===== src/rtl/core/rmsp_pkg.sv =====
// ----------------------------------------------------------------------------
// rmsp_pkg: shared types and constants of the RMSprop update pipeline
// Register codes and reset values, and the state records that travel down
// the square-root and divider cell chains.
// ----------------------------------------------------------------------------
package rmsp_pkg;

  // configuration register indexes
  localparam logic [1:0] CfgRho  = 2'd0;
  localparam logic [1:0] CfgRate = 2'd1;
  localparam logic [1:0] CfgEps  = 2'd2;

  localparam logic [15:0] RhoReset  = 16'd58982;
  localparam logic [23:0] RateReset = 24'd16777;
  localparam logic [15:0] EpsReset  = 16'd2;

  // chain lengths: one root bit / one quotient bit per cell
  localparam int unsigned SqrtCells = 28;
  localparam int unsigned DivCells  = 57;

  // item state inside the square-root chain
  typedef struct packed {
    logic [31:0] val;   // parameter value
    logic        neg;   // gradient sign
    logic        sat;   // cache clipped
    logic [55:0] num;   // rate * |gradient|
    logic [31:0] nc;    // new cache
    logic [55:0] x;     // radicand, consumed two bits per cell from the top
    logic [31:0] r;     // partial remainder
    logic [27:0] q;     // partial root
  } sq_st_t;

  // item state inside the divider chain
  typedef struct packed {
    logic [31:0] val;
    logic        neg;
    logic        sat;
    logic [31:0] nc;
    logic [28:0] d;     // denominator
    logic [28:0] r;     // partial remainder
    logic [56:0] nq;    // numerator shifting out, quotient shifting in
  } dv_st_t;

endpackage


===== src/rtl/core/rmsp_sqrt_cell.sv =====
// ----------------------------------------------------------------------------
// rmsp_sqrt_cell: one step of the restoring square root
// Takes two radicand bits, decides one root bit and hands the item on.
// ----------------------------------------------------------------------------
module rmsp_sqrt_cell (
  input  logic            clk_i,
  input  logic            rst_ni,
  input  logic            en_i,
  input  logic            valid_i,
  input  rmsp_pkg::sq_st_t st_i,
  output logic            valid_o,
  output rmsp_pkg::sq_st_t st_o
);

  logic             valid_q;
  rmsp_pkg::sq_st_t st_d, st_q;
  logic [31:0]      r_sh;
  logic [31:0]      trial;

  // trial subtract of (4q + 1)
  always_comb begin
    st_d  = st_i;
    r_sh  = {st_i.r[29:0], st_i.x[55:54]};
    trial = {2'b00, st_i.q, 2'b01};
    st_d.x = {st_i.x[53:0], 2'b00};
    if (r_sh >= trial) begin
      st_d.r = r_sh - trial;
      st_d.q = {st_i.q[26:0], 1'b1};
    end else begin
      st_d.r = r_sh;
      st_d.q = {st_i.q[26:0], 1'b0};
    end
  end

  always_ff @(posedge clk_i or negedge rst_ni) begin
    if (!rst_ni) begin
      valid_q <= 1'b0;
    end else if (en_i) begin
      valid_q <= valid_i;
    end
  end

  always_ff @(posedge clk_i) begin
    if (en_i) begin
      st_q <= st_d;
    end
  end

  assign valid_o = valid_q;
  assign st_o    = st_q;

endmodule


===== config.mk =====
export PLATFORM = sky130hd
export DESIGN_NAME = rmsp_sqrt_cell
export DESIGN_NICKNAME = d
export VERILOG_FILES = /design/src/rtl/core/rmsp_pkg.sv /design/src/rtl/core/rmsp_sqrt_cell.sv
export SDC_FILE = /design/constraint.sdc
export NUM_CORES = 1
export LEC_CHECK = 0
export BUFFER_PORTS_ARGS = -buffer_cell sky130_fd_sc_hd__buf_2
export CAP_MARGIN = 10
export CELL_PAD_IN_SITES_DETAIL_PLACEMENT = 1
export CELL_PAD_IN_SITES_GLOBAL_PLACEMENT = 1
export CORE_AREA = 4 4 186 188
export DETAILED_ROUTE_END_ITERATION = 10
export DIE_AREA = 0 0 190 192
export HOLD_SLACK_MARGIN = 0.1
export PLACE_DENSITY_LB_ADDON = 0.1
export SYNTH_ARGS = -nofsm -noshare
export SYNTH_HDL_FRONTEND = slang
export SYNTH_SLANG_ARGS = --single-unit
export TNS_END_PERCENT = 10

===== constraint.sdc =====
create_clock -name clk_i -period 0.8 [get_ports clk_i]
set_clock_uncertainty 0.1 [all_clocks]
set_input_delay 0.04 -clock clk_i [delete_from_list [all_inputs] [get_ports clk_i]]
set_output_delay 0.04 -clock clk_i [all_outputs]
set_load 0.1 [all_outputs]

==> metrics <==
CTS buffer count 28; combinational power share about two fifths; top-count cell post-synth edfxtp_1; hold_sp st_i[43]; Final TNS setup -156.94 ns; period utilization 239%; setup violators final ~270; Startpoint Class input pin; synth top area cells edfxtp_1 (76%), ha_1 (4.1%), a21oi_1 (2.9%), a21o_1 (1.5%), nor2_1 (1.5%); Post-synth EDFFs between 200 and 250; Wirelength per Cell about 25 um; Hold Crit Endpoint st_o[45]$_DFFE_PP_; Mapped Area between 9000 and 10,000 um2; share of cells above drive strength 1 roughly 50%; H-tree depth 1; die width about 190 um; Rows 67; worst IR drop on VDD 1.58 mV; switching share of power between 30% and 40%; max-slew violations 0; WL final around 50,000 um; Mean Syn Cell Area between 15 and 20 um2; ys async rst share less than 1%; core area around 33,000 um2; vias post-DR around 9,000; power share of the clock group between 20% and 30%; Die Area between 30,000 and 40,000 um2; R2R Path Start valid_o$_DFFE_PN0P_; cell taking the most area after synthesis edfxtp_1; Ports approximately 480; Hold Fails Final Rpt around 210; NetSw approximately 0.018 W; global route overflow 0; unrepaired setup endpoints after global routing yes; area growth from synthesis to layout 126%; Crit-path slowest cell a2111oi_4; # DRC 0; Via density about 4.6; leading cell types by count after synthesis edfxtp_1 (236), a21oi_1 (53), nor2_1 (36); Final #Nets between 1,500 and 2,000; die height between 150 and 200 um; GPL Wtd Cong 0.822; post-synthesis register bit count approximately 240; reg-to-reg endpoint valid_o$_DFFE_PN0P_; arrival time at the worst endpoint 2.10 ns; Post-synth top flop edfxtp_1; clock slew at reported path FFs 0.06 ns; Crit path top cell by count a21o_1; clk root buf clkbuf_16; WHS Path Cells 3; Clock Tree Buf Depth 3; first-pass GRT wire length 70,200 um; post-synth cell types 49; crit path cell chain buf_8 > ha_4 > a21o_1 > a21o_1 > a21o_1 > a21o_1 > a2111oi_4 > buf_4 > and2_4 > buf_4 > inv_8 > mux2i_1; fmax approximately 0.52 GHz; outcome finished, violations left; Int Pwr 0.0287 W; design area approximately 21,000 um2; violated checks negative hold slack, negative setup slack; Hold Path Class in -> reg; DRT iter0 DRCs between 300 and 400; Yosys top cell area share around three quarters; DPL Wire Length 31,900 um; CP max stage delay between 0.2 and 0.3 ns; Max Cap Violations 0; register area share after synthesis between 70% and 80%; largest net degree at the start of global routing 46; crit path capture type flop; clock latency on the worst-skew pair between 0.5 and 0.6 ns; Final WS setup -1.11 ns; clk sink count 237; Design Power 0.0467 W; vias in the first global route 9,870; Antenna Nets Post-Route 0; CTS tree yes; initial antenna violation count 7; static leakage about 8.9 nW; Crit Path Class in -> reg; YS warnings 0; Initial DRT Pass Iterations 5; power density cells approximately 2200 nW/um2; quantity of I/O buffers inserted on ports around 480; Crit path required time between 0.9 and 1 ns; worst hold slack -0.301 ns; Worst Path Max Fanout 23; sequential power share 34.5%; fin crit period 1.91 ns; R2R depth 1; Initial Utilization between 20% and 30%; internal reg-to-reg setup slack -0.09 ns; Mapped Cells ~580; GRT Total Usage between 20 and 30%; placed instance area ~17,000 um2
## layout make-up
cell class                      count  area (um2)
Antenna cell                        4        10.0
Clock buffer                       31         712
Clock inverter                     21         139
Fill cell                        3111       12200
Inverter                           35         158
Multi-Input combinational cell    292        2380
Sequential cell                   237        7110
Tap cell                          448         561
Timing Repair Buffer              875        9790
Timing Repair inverter              3        33.8
## state kept, by name, indices dropped and copies added (netlist names)
register,count
st_o,236
valid_o,1
## cell usage in the layout, fill, tap and decap left out, types with 5 or more instances in the layout
master / instances
a21o_1: 18
a21oi_1: 48
a31oi_1: 5
and3_1: 5
buf_12: 245
buf_2: 223
buf_4: 148
buf_6: 21
clkbuf_16: 28
clkinv_1: 11
dlygate4sd3_1: 233
edfxtp_1: 236
ha_1: 13
ha_4: 15
inv_1: 23
inv_2: 8
nand2_1: 29
nand2b_1: 6
nand3_1: 5
nor2_1: 15
nor2_2: 7
nor2_4: 14
o21ai_0: 10
xnor2_1: 13
xor2_1: 12
## cells by family after synthesis
family / Yosys count / synth area share, %
flops: 237 / 76.8
compound gates: 126 / 8.44
simple gates: 106 / 5.44
buf+inv: 48 / 2.58
fa+ha+maj: 30 / 4.05
xor+xnor: 26 / 2.46
mux: 2 / 0.230
other cells: 1 / 0.0405
## how the worst max path moves through the flow
| stage | from | end | slack, ns |
|---|---|---|---|
| 4_1_cts | st_i[0] | st_o[53]$_DFFE_PP_ | -1.04 |
| 3_3_place_gp | st_i[9] | st_o[59]$_DFFE_PP_ | -1.86 |
| 2_1_floorplan | st_i[51] | st_o[36]$_DFFE_PP_ | -1.44 |
| 6_report | st_i[51] | st_o[29]$_DFFE_PP_ | -1.11 |
| 5_1_grt | st_i[51] | st_o[29]$_DFFE_PP_ | -1.18 |
| 3_5_place_dp | st_i[9] | st_o[59]$_DFFE_PP_ | -1.93 |
## worst max-delay path: cells and delay by family
family,cells,cell delay (ns)
buf+inv,4,0.49
mux,1,0.13
compound gates,5,1.02
simple gates,1,0.19
fa+ha+maj,1,0.23
## power groups by stage
stage | clock, W | combinational (W) | sequential [W]
final | 0.0124 | 0.0181 | 0.0161
after global routing | 0.0133 | 0.0187 | 0.0162
after CTS | 0.0124 | 0.0178 | 0.0160
after detailed placement | 0 | 0.0164 | 0.0162
after global placement | 0 | 0.0163 | 0.0162
after floorplan | 0 | 0.00157 | 0.0236
## what timing repair did
action / CTS / global route
hold buffers: 219 / 14
buffers inserted: 17 / 9
gates cloned: 4 / 0
endpoints found under the hold margin: 473 / 274
pin swaps: 31 / 21
setup endpoints to repair: 271 / 271
gates resized for setup: 80 / 56
## through the flow
step           utilization, %  setup slack [ns]  cells  hold slack [ns]
2_1_floorplan               -             -1.44    577           -0.356
3_3_place_gp             51.2             -1.86   1628           -0.284
3_5_place_dp             51.2             -1.93   1628           -0.283
4_1_cts                  61.7             -1.04   1919           -0.464
5_1_grt                  63.1             -1.18   1946           -0.297
6_report                 63.1             -1.11   1946           -0.301
## routing by layer
metal,part of all wire [%],global-route usage [%]
met1,36,28.5
met2,54,48.5
met3,5.9,6.09
met4,4.2,9.68
met5,0.058,0
No activity file was read; power rests on OpenSTA's default activity.
