$ cat src/rtl/core/rmsp_pkg.sv
// ----------------------------------------------------------------------------
// rmsp_pkg: shared types and constants of the RMSprop update pipeline
// Register codes and reset values, and the state records that travel down
// the square-root and divider cell chains.
// ----------------------------------------------------------------------------
package rmsp_pkg;

  // configuration register indexes
  localparam logic [1:0] CfgRho  = 2'd0;
  localparam logic [1:0] CfgRate = 2'd1;
  localparam logic [1:0] CfgEps  = 2'd2;

  localparam logic [15:0] RhoReset  = 16'd58982;
  localparam logic [23:0] RateReset = 24'd16777;
  localparam logic [15:0] EpsReset  = 16'd2;

  // chain lengths: one root bit / one quotient bit per cell
  localparam int unsigned SqrtCells = 28;
  localparam int unsigned DivCells  = 57;

  // item state inside the square-root chain
  typedef struct packed {
    logic [31:0] val;   // parameter value
    logic        neg;   // gradient sign
    logic        sat;   // cache clipped
    logic [55:0] num;   // rate * |gradient|
    logic [31:0] nc;    // new cache
    logic [55:0] x;     // radicand, consumed two bits per cell from the top
    logic [31:0] r;     // partial remainder
    logic [27:0] q;     // partial root
  } sq_st_t;

  // item state inside the divider chain
  typedef struct packed {
    logic [31:0] val;
    logic        neg;
    logic        sat;
    logic [31:0] nc;
    logic [28:0] d;     // denominator
    logic [28:0] r;     // partial remainder
    logic [56:0] nq;    // numerator shifting out, quotient shifting in
  } dv_st_t;

endpackage

$ cat src/rtl/core/rmsp_div_cell.sv
// ----------------------------------------------------------------------------
// rmsp_div_cell: one step of the restoring divider
// Brings down one numerator bit and decides one quotient bit.
// ----------------------------------------------------------------------------
module rmsp_div_cell (
  input  logic            clk_i,
  input  logic            rst_ni,
  input  logic            en_i,
  input  logic            valid_i,
  input  rmsp_pkg::dv_st_t st_i,
  output logic            valid_o,
  output rmsp_pkg::dv_st_t st_o
);

  logic             valid_q;
  rmsp_pkg::dv_st_t st_d, st_q;
  logic [29:0]      r_sh;
  logic [29:0]      diff;

  always_comb begin
    st_d = st_i;
    r_sh = {st_i.r, st_i.nq[56]};
    diff = r_sh - {1'b0, st_i.d};
    if (r_sh >= {1'b0, st_i.d}) begin
      st_d.r  = diff[28:0];
      st_d.nq = {st_i.nq[55:0], 1'b1};
    end else begin
      st_d.r  = r_sh[28:0];
      st_d.nq = {st_i.nq[55:0], 1'b0};
    end
  end

  always_ff @(posedge clk_i or negedge rst_ni) begin
    if (!rst_ni) begin
      valid_q <= 1'b0;
    end else if (en_i) begin
      valid_q <= valid_i;
    end
  end

  always_ff @(posedge clk_i) begin
    if (en_i) begin
      st_q <= st_d;
    end
  end

  assign valid_o = valid_q;
  assign st_o    = st_q;

endmodule

$ cat config.mk
export PLATFORM = sky130hd
export DESIGN_NAME = rmsp_div_cell
export DESIGN_NICKNAME = d
export VERILOG_FILES = /design/src/rtl/core/rmsp_pkg.sv /design/src/rtl/core/rmsp_div_cell.sv
export SDC_FILE = /design/constraint.sdc
export NUM_CORES = 1
export LEC_CHECK = 0
export ABC_AREA = 1
export ABC_CLOCK_PERIOD_IN_PS = 800
export CORE_AREA = 2 2 141 143
export CTS_BUF_LIST = sky130_fd_sc_hd__clkbuf_2
export CTS_CLUSTER_SIZE = 20
export DETAILED_ROUTE_END_ITERATION = 12
export DIE_AREA = 0 0 143 145
export DONT_BUFFER_PORTS = 1
export GPL_ROUTABILITY_DRIVEN = 0
export GPL_TIMING_DRIVEN = 0
export SYNTH_ARGS = -nofsm -noshare
export SYNTH_HDL_FRONTEND = slang
export SYNTH_SLANG_ARGS = --single-unit
$ cat constraint.sdc
create_clock -name clk_i -period 0.8 [get_ports clk_i]
set_input_delay 0.12 -clock clk_i [delete_from_list [all_inputs] [get_ports clk_i]]
set_output_delay 0.12 -clock clk_i [all_outputs]
set_load 0.005 [all_outputs]
==> impl_metrics.yaml, run 1 <==
status:
  status: "aborted with a tool error"
  haltStage: "4_1_cts"
  stop_error: "[ERROR RSZ-0060] Max buffer count reached."
placement:
  portBuffers: 0
  dp_hpwl_mm: 18.0
  dp.cells: 1030
  place_area_mm2: 0.00907
logic_synthesis:
  seq_area_frac_synth: 0.647
  synth_top_family_by_area: "simple AND/OR/NAND/NOR gates"
  syn_inst: 765
  synth_simple_gate_area_share: 0.210
  avgSynthCellArea_um2: 11.0
  synthMuxAreaShare: 0.00133
  ys.flop_type: "edfxtp_1"
  synth_xor_area_frac: 0.0125
  synth-adder-area-share: 0.0454
  ys_ff_latch: 182
  yosys.area.top_type_share: 0.644
  synthTopCellsByArea: "edfxtp_1 (64%), nand2_1 (11%), inv_1 (6.0%)"
  syn-num-nets: 980
  yosysTopAreaCell: "edfxtp_1"
  synth-async-reset-ratio: 0.00549
  yosysWarnings: 0
  synth-compound-area-share: 0.0145
  ys_types: 34
  syn-cell-area_mm2: 0.00844
  synth-edff-count: 181
floorplan:
  die_x_um: 143
  start_util: 0.439
  die_h_um: 145
  ios: 367
  rows: 51
clock_network:
  cts_resized: 102
  cts.sinks: 182
  holdBufCountCts: 220
  cts-root-buf: "clkbuf_2"
  post-cts-setup-buffers: 28
  numCtsBuffers: 17
  clk_path_buf_depth: 2
  htreeDepth: 4
-- kinds of logic after synthesis --
kind of cell / after synthesis
and+or+nand+nor: 376
xor gates and xnor gates: 12
muxes: 1
AOI/OAI and AO/OA: 21
adders and majority gates: 30
buffers and inverters: 143
DFF: 182
-- metrics by stage --
step / setup slack (ps) / setup TNS [ps] / hold WS, ps
after global placement: -1210 / -32640 / -176
after floorplan: -870 / -25570 / -176
after detailed placement: -1250 / -33240 / -176
-- synth_stat cells (4+ instances only) --
master / n
buf_6: 4
edfxtp_1: 181
xor2_1: 12
nand2_2: 6
nand2_1: 239
a21oi_1: 15
nand4_1: 8
nand3_2: 23
nor2_1: 28
ha_1: 29
nor2_2: 8
nand3_1: 48
nand3b_1: 5
inv_1: 134
==> run 2: changes to the inputs <==
==> config.mk (replaced) <==
export PLATFORM = sky130hd
export DESIGN_NAME = rmsp_div_cell
export DESIGN_NICKNAME = d
export VERILOG_FILES = /design/src/rtl/core/rmsp_pkg.sv /design/src/rtl/core/rmsp_div_cell.sv
export SDC_FILE = /design/constraint.sdc
export NUM_CORES = 1
export LEC_CHECK = 0
export ABC_AREA = 1
export ABC_CLOCK_PERIOD_IN_PS = 1040
export CORE_MARGIN = 2
export CORE_UTILIZATION = 35
export DETAILED_ROUTE_END_ITERATION = 12
export DONT_BUFFER_PORTS = 1
export GPL_ROUTABILITY_DRIVEN = 0
export GPL_TIMING_DRIVEN = 0
export PLACE_DENSITY_LB_ADDON = 0.15
export SYNTH_ARGS = -nofsm -noshare
export SYNTH_HDL_FRONTEND = slang
export SYNTH_SLANG_ARGS = --single-unit
==> constraint.sdc (replaced) <==
create_clock -name clk_i -period 1.04 [get_ports clk_i]
set_input_delay 0.156 -clock clk_i [delete_from_list [all_inputs] [get_ports clk_i]]
set_output_delay 0.156 -clock clk_i [all_outputs]
set_load 0.005 [all_outputs]
==> impl_metrics.yaml, run 2 <==
power_and_ir_drop:
  ir_drop_uv: 1180
  power.density_mw_per_mm2: 1520
  leakage_nw: 5.21
route:
  via_count: 6265
  routed_wl_mm: 26.9
  postRouteAntennaNets: 0
  vias_per_cell: 4.72
  drt_iter0_drc: 383
  drc_errors: 0
  wl_per_cell_um: 20.2
  first_pass_iters: 4
logic_synthesis:
  syn-num-nets: 980
  ys_types: 34
  syn_inst: 765
  synth-edff-count: 181
  synth-async-reset-ratio: 0.00549
  yosysTopAreaCell: "edfxtp_1"
  avgSynthCellArea_um2: 11.0
  yosysMostFrequentCell: "nand2_1"
  ys.flop_type: "edfxtp_1"
  yosys-top-cells-count: "nand2_1 (239), edfxtp_1 (181), inv_1 (134), nand3_1 (48), ha_1 (29)"
  seq_area_frac_synth: 0.647
  syn-cell-area_mm2: 0.00844
  synthTopCellsByArea: "edfxtp_1 (64%), nand2_1 (11%), inv_1 (6.0%)"
  ys_ff_latch: 182
  yosysWarnings: 0
  yosys.area.top_type_share: 0.644
layout:
  layout_common_cells: "dlygate4sd3_1 (183), edfxtp_1 (181), nand2_1 (180), inv_1 (129), nand2_2 (47)"
  drive_gt1_frac: 0.234
  largest_reg_flops: 181
  final_cell_area_mm2: 0.0125
  nets: 1209
  final_common_cell: "dlygate4sd3_1"
  area_delta_synth_final_pct: 48.2
  utilization: 0.531
grt:
  grt_pass1_vias: 6554
  antenna_found_initial: 1
  grt_pass1_wl_mm: 39.9
  grt.total_usage: 0.208
  gr-total-overflow: 0
  grt_max_degree: 183
clock_network:
  tritoncts: "built"
  htreeDepth: 4
  numCtsBuffers: 17
  cts.sinks: 182
  cts-root-buf: "clkbuf_16"
  holdBufCountCts: 183
  clkTransAtPathRegs_ps: 80
  clkLatencyLatePin_ps: 420
  clk_path_buf_depth: 2
floorplan:
  ios: 367
  fp.coreArea_mm2: 0.0235
  die_x_um: 159
  rows: 56
  dieArea_mm2: 0.0254
  start_util: 0.358
  die_h_um: 159
critical_path:
  critical_path_class: "input pin to flip-flop"
  cp.arrival_ps: 1640
  required_ps: 1220
  cp_max_fo: 10
  end_kind: "flip-flop"
  critPathLaunchType: "input pin"
sta:
  finalCriticalPeriod_ps: 1460
  whs_ps: -161
  hold_viol: 21
  post-route-period-util: 1.40
  rsz0062_at_grt: "true"
  tns_ps: -11510
  max_freq_mhz: 685
  worst_pin_slew_ps: 573
  layout_setup_ws_ps: -420
  slew_viol_final: 0
  finalSetupViolations: 33
  slew_headroom: 0.618
  clock_skew_ps: 0
placement:
  portBuffers: 0
  dp_hpwl_mm: 18.2
  place_area_mm2: 0.00914
status:
  status: "finished, violations left"
  violations: "hold timing, setup timing"
job:
  cap_viol_max_count: 0
worst_hold_path:
  hp-class: "input pin to flip-flop"
run 2: cell counts after synthesis:
No cell type changed its count.
run 2: worst paths after layout:
check / from / depth (start not counted) / end / slack, ps
worst max-delay path: st_i[56] / 13 / st_o[74]$_DFFE_PP_ / -420
min in group asynchronous: rst_ni / 2 / valid_o$_DFFE_PN0P_ / 530
max in group asynchronous: rst_ni / 2 / valid_o$_DFFE_PN0P_ / 390
worst max register to register: valid_o$_DFFE_PN0P_ / 1 / valid_o$_DFFE_PN0P_ / 260
worst min register to register: valid_o$_DFFE_PN0P_ / 1 / valid_o$_DFFE_PN0P_ / 560
worst min-delay path: en_i / 0 / st_o[105]$_DFFE_PP_ / -160
run 2: cell families (layout without fill, tap and decap cells):
kind of cell               after synthesis  in the layout  share of synthesized area
muxes                                    1              1                    0.00133
adders and majority gates               30             30                     0.0454
xor gates and xnor gates                12             12                     0.0125
and+or+nand+nor                        376            376                      0.210
DFF                                    182            182                      0.647
other                                    0              1                          0
AOI/OAI and AO/OA                       21             21                     0.0145
buffers and inverters                  143            385                     0.0694
run 2: cell type report:
class / count / area (µm²)
Antenna cell: 1 / 2.50
Buffer: 7 / 118
Clock buffer: 18 / 429
Clock inverter: 14 / 183
Fill cell: 2067 / 11000
Inverter: 136 / 546
Multi-Input combinational cell: 440 / 3240
Sequential cell: 182 / 5460
Tap cell: 319 / 399
Timing Repair Buffer: 210 / 2130
run 2: through the flow:
step,worst slack [ps],total power [mW],std cells
6_report,-420,19.0,1327
5_1_grt,-495,19.7,1327
4_1_cts,-351,18.8,1322
3_5_place_dp,-1060,11.4,1084
3_3_place_gp,-1070,11.4,1084
2_1_floorplan,-666,10.7,765
run 2: layer usage:
layer | routed length, µm | part of all wire | vias up | global-route usage
li1 | - | - | 2979 | -
met1 | 10100 | 0.37 | 2994 | 0.225
met2 | 14300 | 0.53 | 249 | 0.384
met3 | 1520 | 0.056 | 43 | 0.0560
met4 | 957 | 0.036 | 0 | 0.0851
met5 | 0 | 0 | - | 0
run 2: worst max-delay path, stage by stage:
cell,delay [ps]
clkinv_16,30
ha_4,130
inv_4,30
fa_2,380
nand2_2,100
nand3_4,80
nand2_2,70
nand2_2,50
nand2_2,80
nand3_4,180
buf_8,220
nand3_1,80
nand2_1,60
run 2: power breakdown:
group | internal, mW | switching [mW] | total [mW]
combinational | 1.52 | 1.61 | 3.13
sequential | 8.88 | 0.463 | 9.34
clock | 3.28 | 3.21 | 6.49
run 2: what timing repair did:
action                                  4_1_cts  5_1_grt
endpoints found under the setup margin       51       64
pin swaps                                    17       18
resized for setup                            83       57
buffers inserted                             21        2
gates cloned                                  2        2
hold endpoints to repair                    363      182
Power figures use the tool's default switching activity.
==> run 3: changes to the inputs <==
--- a/config.mk
+++ b/config.mk
@@ -7,12 +7,12 @@
 export LEC_CHECK = 0
 export ABC_AREA = 1
 export ABC_CLOCK_PERIOD_IN_PS = 1040
-export CORE_MARGIN = 2
 export CORE_UTILIZATION = 35
 export DETAILED_ROUTE_END_ITERATION = 12
 export DONT_BUFFER_PORTS = 1
 export GPL_ROUTABILITY_DRIVEN = 0
 export GPL_TIMING_DRIVEN = 0
+export MAX_ROUTING_LAYER = met4
 export PLACE_DENSITY_LB_ADDON = 0.15
 export SYNTH_ARGS = -nofsm -noshare
 export SYNTH_HDL_FRONTEND = slang
==> impl_metrics.yaml, run 3 (synthesis gave the netlist of run 2 again) <==
grt:
  gr-total-overflow: 0
  antenna_found_initial: 2
  grt.total_usage: 0.211
  grt_pass1_vias: 6413
  grt_max_degree: 183
  grt_pass1_wl_mm: 37.1
critical_path:
  required_ps: 1230
  crit_slowest_cell: "ha_4"
  max_stage_delay_ps: 280
  cp_max_fo: 10
  crit_buf_inv: 3
  end_kind: "flip-flop"
  crit_chain: "clkinvlp_4 -> ha_4 -> nand2_4 -> nor2_4 -> nor3b_4 -> buf_4 -> a21oi_4 -> nand3_4 -> buf_12 -> nand3_2 -> nand2_1"
  crit_family: "simple AND/OR/NAND/NOR gates"
  critPathLaunchType: "input pin"
  critical_path_class: "input pin to flip-flop"
  cp.arrival_ps: 1640
clock_network:
  clkTransAtPathRegs_ps: 80
  htreeDepth: 4
  tritoncts: "built"
  clkLatencyLatePin_ps: 430
  clk_path_buf_depth: 2
  cts.sinks: 182
  cts-root-buf: "clkbuf_16"
  holdBufCountCts: 183
  numCtsBuffers: 17
layout:
  final_common_cell: "nand2_1"
  area_delta_synth_final_pct: 46.7
  n_fill_cell: 2079
  largest_reg_flops: 181
  layout.cells.non_filler: 1330
  drive_gt1_frac: 0.207
  utilization: 0.526
  layout_common_cells: "nand2_1 (212), dlygate4sd3_1 (183), edfxtp_1 (181), inv_1 (128), nand3_2 (37)"
  nets: 1212
sta:
  worst_pin_slew_ps: 285
  clock_skew_ps: 0
  finalSetupViolations: 41
  max_freq_mhz: 689
  tns_ps: -11810
  rsz0062_at_grt: "true"
  slew_headroom: 0.810
  finalCriticalPeriod_ps: 1450
  hold_viol: 149
  whs_ps: -161
  slew_viol_final: 0
  post-route-period-util: 1.40
  layout_setup_ws_ps: -411
status:
  status: "finished, violations left"
  violations: "hold timing, setup timing"
floorplan:
  ios: 367
  rows: 56
  die_h_um: 157
  die_x_um: 157
  dieArea_mm2: 0.0247
  fp.coreArea_mm2: 0.0235
  start_util: 0.358
power_and_ir_drop:
  leakage_nw: 5.21
  power.density_mw_per_mm2: 1510
  p_total_mw: 18.7
  ir_drop_uv: 994
route:
  vias_per_cell: 4.69
  drc_errors: 0
  first_pass_iters: 5
  wl_per_cell_um: 20.0
  via_count: 6235
  drt_iter0_drc: 429
  postRouteAntennaNets: 0
  routed_wl_mm: 26.6
placement:
  portBuffers: 0
  dp.cells: 1084
  dp_hpwl_mm: 18.1
worst_hold_path:
  hp-class: "input pin to flip-flop"
job:
  cap_viol_max_count: 0
==> run 3: cell types whose count changed in the layout (fill, tap and decap cells not counted), sizes merged <==
cell and delta:
diode +1, clkinv -2, clkinvlp +1, inv +1
buf +1, clkbuf +1
==> run 3: timing repair <==
action                                  CTS  global route
gates resized for setup                  49            47
pin swaps                                10            19
gates cloned                              0             4
buffers inserted                         17             9
hold endpoints to repair                363           182
endpoints found under the setup margin   56            76
==> run 3: final cells by class <==
type                       instances  area (µm²)  share of cell area
sequential                       182        5460               0.441
multi-input combinational        440        3100               0.251
timing repair buffer             213        2160               0.174
inverter                         136         547              0.0442
clock buffer                      17         425              0.0344
tap                              319         399              0.0322
clock inverter                    14         158              0.0127
buffer                             7         125              0.0101
antenna                            2        5.00            0.000404
==> run 3: report_power, final <==
group          total [mW]  internal (mW)  leakage [nW]  switching, mW
logic                2.95           1.45          3.14           1.50
registers            9.32           8.87          1.78          0.450
clock network        6.41           3.23         0.286           3.18
==> run 3: path summary, 6_finish.rpt <==
check	to	cells after the start	slack, ps	from
max	st_o[84]$_DFFE_PP_	11	-410	st_i[108]
min	st_o[75]$_DFFE_PP_	0	-160	en_i
max reg2reg	valid_o$_DFFE_PN0P_	1	250	valid_o$_DFFE_PN0P_
min reg2reg	valid_o$_DFFE_PN0P_	1	580	valid_o$_DFFE_PN0P_
max in group asynchronous	valid_o$_DFFE_PN0P_	2	470	rst_ni
min in group asynchronous	valid_o$_DFFE_PN0P_	2	460	rst_ni
==> run 3: metrics by stage <==
| stage | cell area (µm²) | setup WS, ps |
|---|---|---|
| detailed placement | 9140 | -1090 |
| global route | 12400 | -461 |
| global placement | 9140 | -1050 |
| floorplan | 8740 | -666 |
| CTS | 12000 | -343 |
| finish | 12400 | -411 |
==> run 3: routing by layer <==
metal  up-vias  GRT usage  wire length, µm
li1       2990          -                -
met1      2951      0.229            10300
met2       244      0.363            13700
met3        50     0.0526             1530
met4         0     0.0966              991
met5         -          -                0
==> run 4: changes to the inputs <==
--- a/config.mk
+++ b/config.mk
@@ -7,9 +7,9 @@
 export LEC_CHECK = 0
 export ABC_AREA = 1
 export ABC_CLOCK_PERIOD_IN_PS = 1040
+export BUFFER_PORTS_ARGS = -buffer_cell sky130_fd_sc_hd__buf_2
 export CORE_UTILIZATION = 35
 export DETAILED_ROUTE_END_ITERATION = 12
-export DONT_BUFFER_PORTS = 1
 export GPL_ROUTABILITY_DRIVEN = 0
 export GPL_TIMING_DRIVEN = 0
 export MAX_ROUTING_LAYER = met4
==> impl_metrics.yaml, run 4 (synthesis gave the netlist of run 2 again) <==
critical_path:
  critical_path_class: "input pin to flip-flop"
  cp.arrival_ps: 1760
  crit_buf_inv: 5
  crit_family: "simple AND/OR/NAND/NOR gates"
  end_kind: "flip-flop"
  crit_chain: "buf_8 -> inv_12 -> ha_4 -> inv_4 -> fa_2 -> nand2_2 -> nand3_4 -> nand2_2 -> nand2_2 -> nand2_2 -> nand3_4 -> buf_4 -> buf_16 -> nand3_1 -> nand2_1"
  crit_slowest_cell: "fa_2"
  required_ps: 1240
  max_stage_delay_ps: 370
  critPathLaunchType: "input pin"
  cp_max_fo: 5
  crit_top_cell: "nand2_2"
route:
  drt_iter0_drc: 363
  first_pass_iters: 5
  via_count: 7409
  routed_wl_mm: 28.1
  drc_errors: 0
  postRouteAntennaNets: 0
  wl_per_cell_um: 16.8
  vias_per_cell: 4.44
grt:
  grt_max_degree: 76
  antenna_found_initial: 0
  grt_pass1_wl_mm: 39.7
  grt.total_usage: 0.226
  grt_pass1_vias: 7124
  gr-total-overflow: 0
power_and_ir_drop:
  ir_drop_uv: 826
  power.density_mw_per_mm2: 1410
  p_total_mw: 19.8
  leakage_nw: 6.56
floorplan:
  start_util: 0.358
  dieArea_mm2: 0.0247
  fp.coreArea_mm2: 0.0235
  rows: 56
  die_h_um: 157
  die_x_um: 157
  ios: 367
clock_network:
  clk_path_buf_depth: 2
  cts.sinks: 182
  htreeDepth: 4
  tritoncts: "built"
  clkTransAtPathRegs_ps: 70
  clkLatencyLatePin_ps: 430
  numCtsBuffers: 17
  cts-root-buf: "clkbuf_16"
layout:
  nets: 1553
  largest_reg_flops: 181
  layout_common_cells: "buf_2 (360), nand2_1 (194), edfxtp_1 (181), dlygate4sd3_1 (154), inv_1 (124)"
  drive_gt1_frac: 0.443
  layout.cells.non_filler: 1670
  area_delta_synth_final_pct: 66.2
  n_fill_cell: 1982
  final_cell_area_mm2: 0.0140
  final_common_cell: "buf_2"
sta:
  clock_skew_ps: 0
  hold_viol: 0
  worst_pin_slew_ps: 442
  rsz0062_at_grt: "true"
  finalSetupViolations: 212
  max_freq_mhz: 641
  slew_viol_final: 0
  slew_headroom: 0.706
  whs_ps: 56.2
  layout_setup_ws_ps: -521
  post-route-period-util: 1.50
  finalCriticalPeriod_ps: 1560
placement:
  place_area_mm2: 0.0110
  dp_slack_ps: -1170
  dp_hpwl_mm: 19.9
  portBuffers: 366
  dp.cells: 1451
status:
  status: "finished, violations left"
  violations: "setup timing"
worst_hold_path:
  hp-class: "input pin to flip-flop"
job:
  cap_viol_max_count: 0
==> run 4: metrics by stage <==
| stage | utilization | TNS (ps) |
|---|---|---|
| 4_1_cts | 0.584 | -25840 |
| 2_1_floorplan | - | -19450 |
| 5_1_grt | 0.596 | -32430 |
| 3_5_place_dp | 0.468 | -88350 |
| 6_report | 0.596 | -23150 |
| 3_3_place_gp | 0.466 | -506910 |
==> run 4: final timing paths <==
kind	start	to	slack, ps	cells past startpoint
hold reg to reg	valid_o$_DFFE_PN0P_	valid_o$_DFFE_PN0P_	640	2
setup reg to reg	valid_o$_DFFE_PN0P_	valid_o$_DFFE_PN0P_	150	2
hold / removal	st_i[84]	st_o[85]$_DFFE_PP_	60	3
setup / recovery	st_i[56]	st_o[74]$_DFFE_PP_	-520	15
max in group asynchronous	rst_ni	valid_o$_DFFE_PN0P_	400	3
min in group asynchronous	rst_ni	valid_o$_DFFE_PN0P_	540	3
==> run 4: per-layer routing <==
metal,GRT usage,part of all wire,routed length [µm]
met1,0.250,0.39,11000
met2,0.398,0.52,14700
met3,0.0330,0.049,1370
met4,0.108,0.036,1020
met5,-,0,0
==> run 4: power by group <==
group,total [mW],internal [mW],leakage [nW],switching (mW)
sequential,8.98,8.83,1.78,0.146
combinational,4.35,2.10,4.50,2.24
clock,6.48,3.23,0.284,3.24
==> run 4: timing repair <==
item	in CTS	in global routing
setup endpoints to repair	320	212
hold buffers	154	0
pin swaps	14	11
buffers inserted	22	7
gates cloned	3	2
gates resized for setup	71	54
hold endpoints to repair	153	0
==> run 4: tightest hold or removal path, cell delays in order <==
cell	delay, ps
buf_2	90
nand3_1	70
nand2_1	60
==> run 4: final cells by class <==
| class | instances | area (µm²) | share of cell area |
|---|---|---|---|
| clock buffer | 17 | 425 | 0.0303 |
| tap | 319 | 399 | 0.0285 |
| buffer | 7 | 113 | 0.00803 |
| multi-input combinational | 440 | 3140 | 0.224 |
| antenna | 1 | 2.50 | 0.000178 |
| inverter | 136 | 526 | 0.0375 |
| timing repair buffer | 554 | 3800 | 0.271 |
| clock inverter | 14 | 159 | 0.0113 |
| sequential | 182 | 5460 | 0.389 |
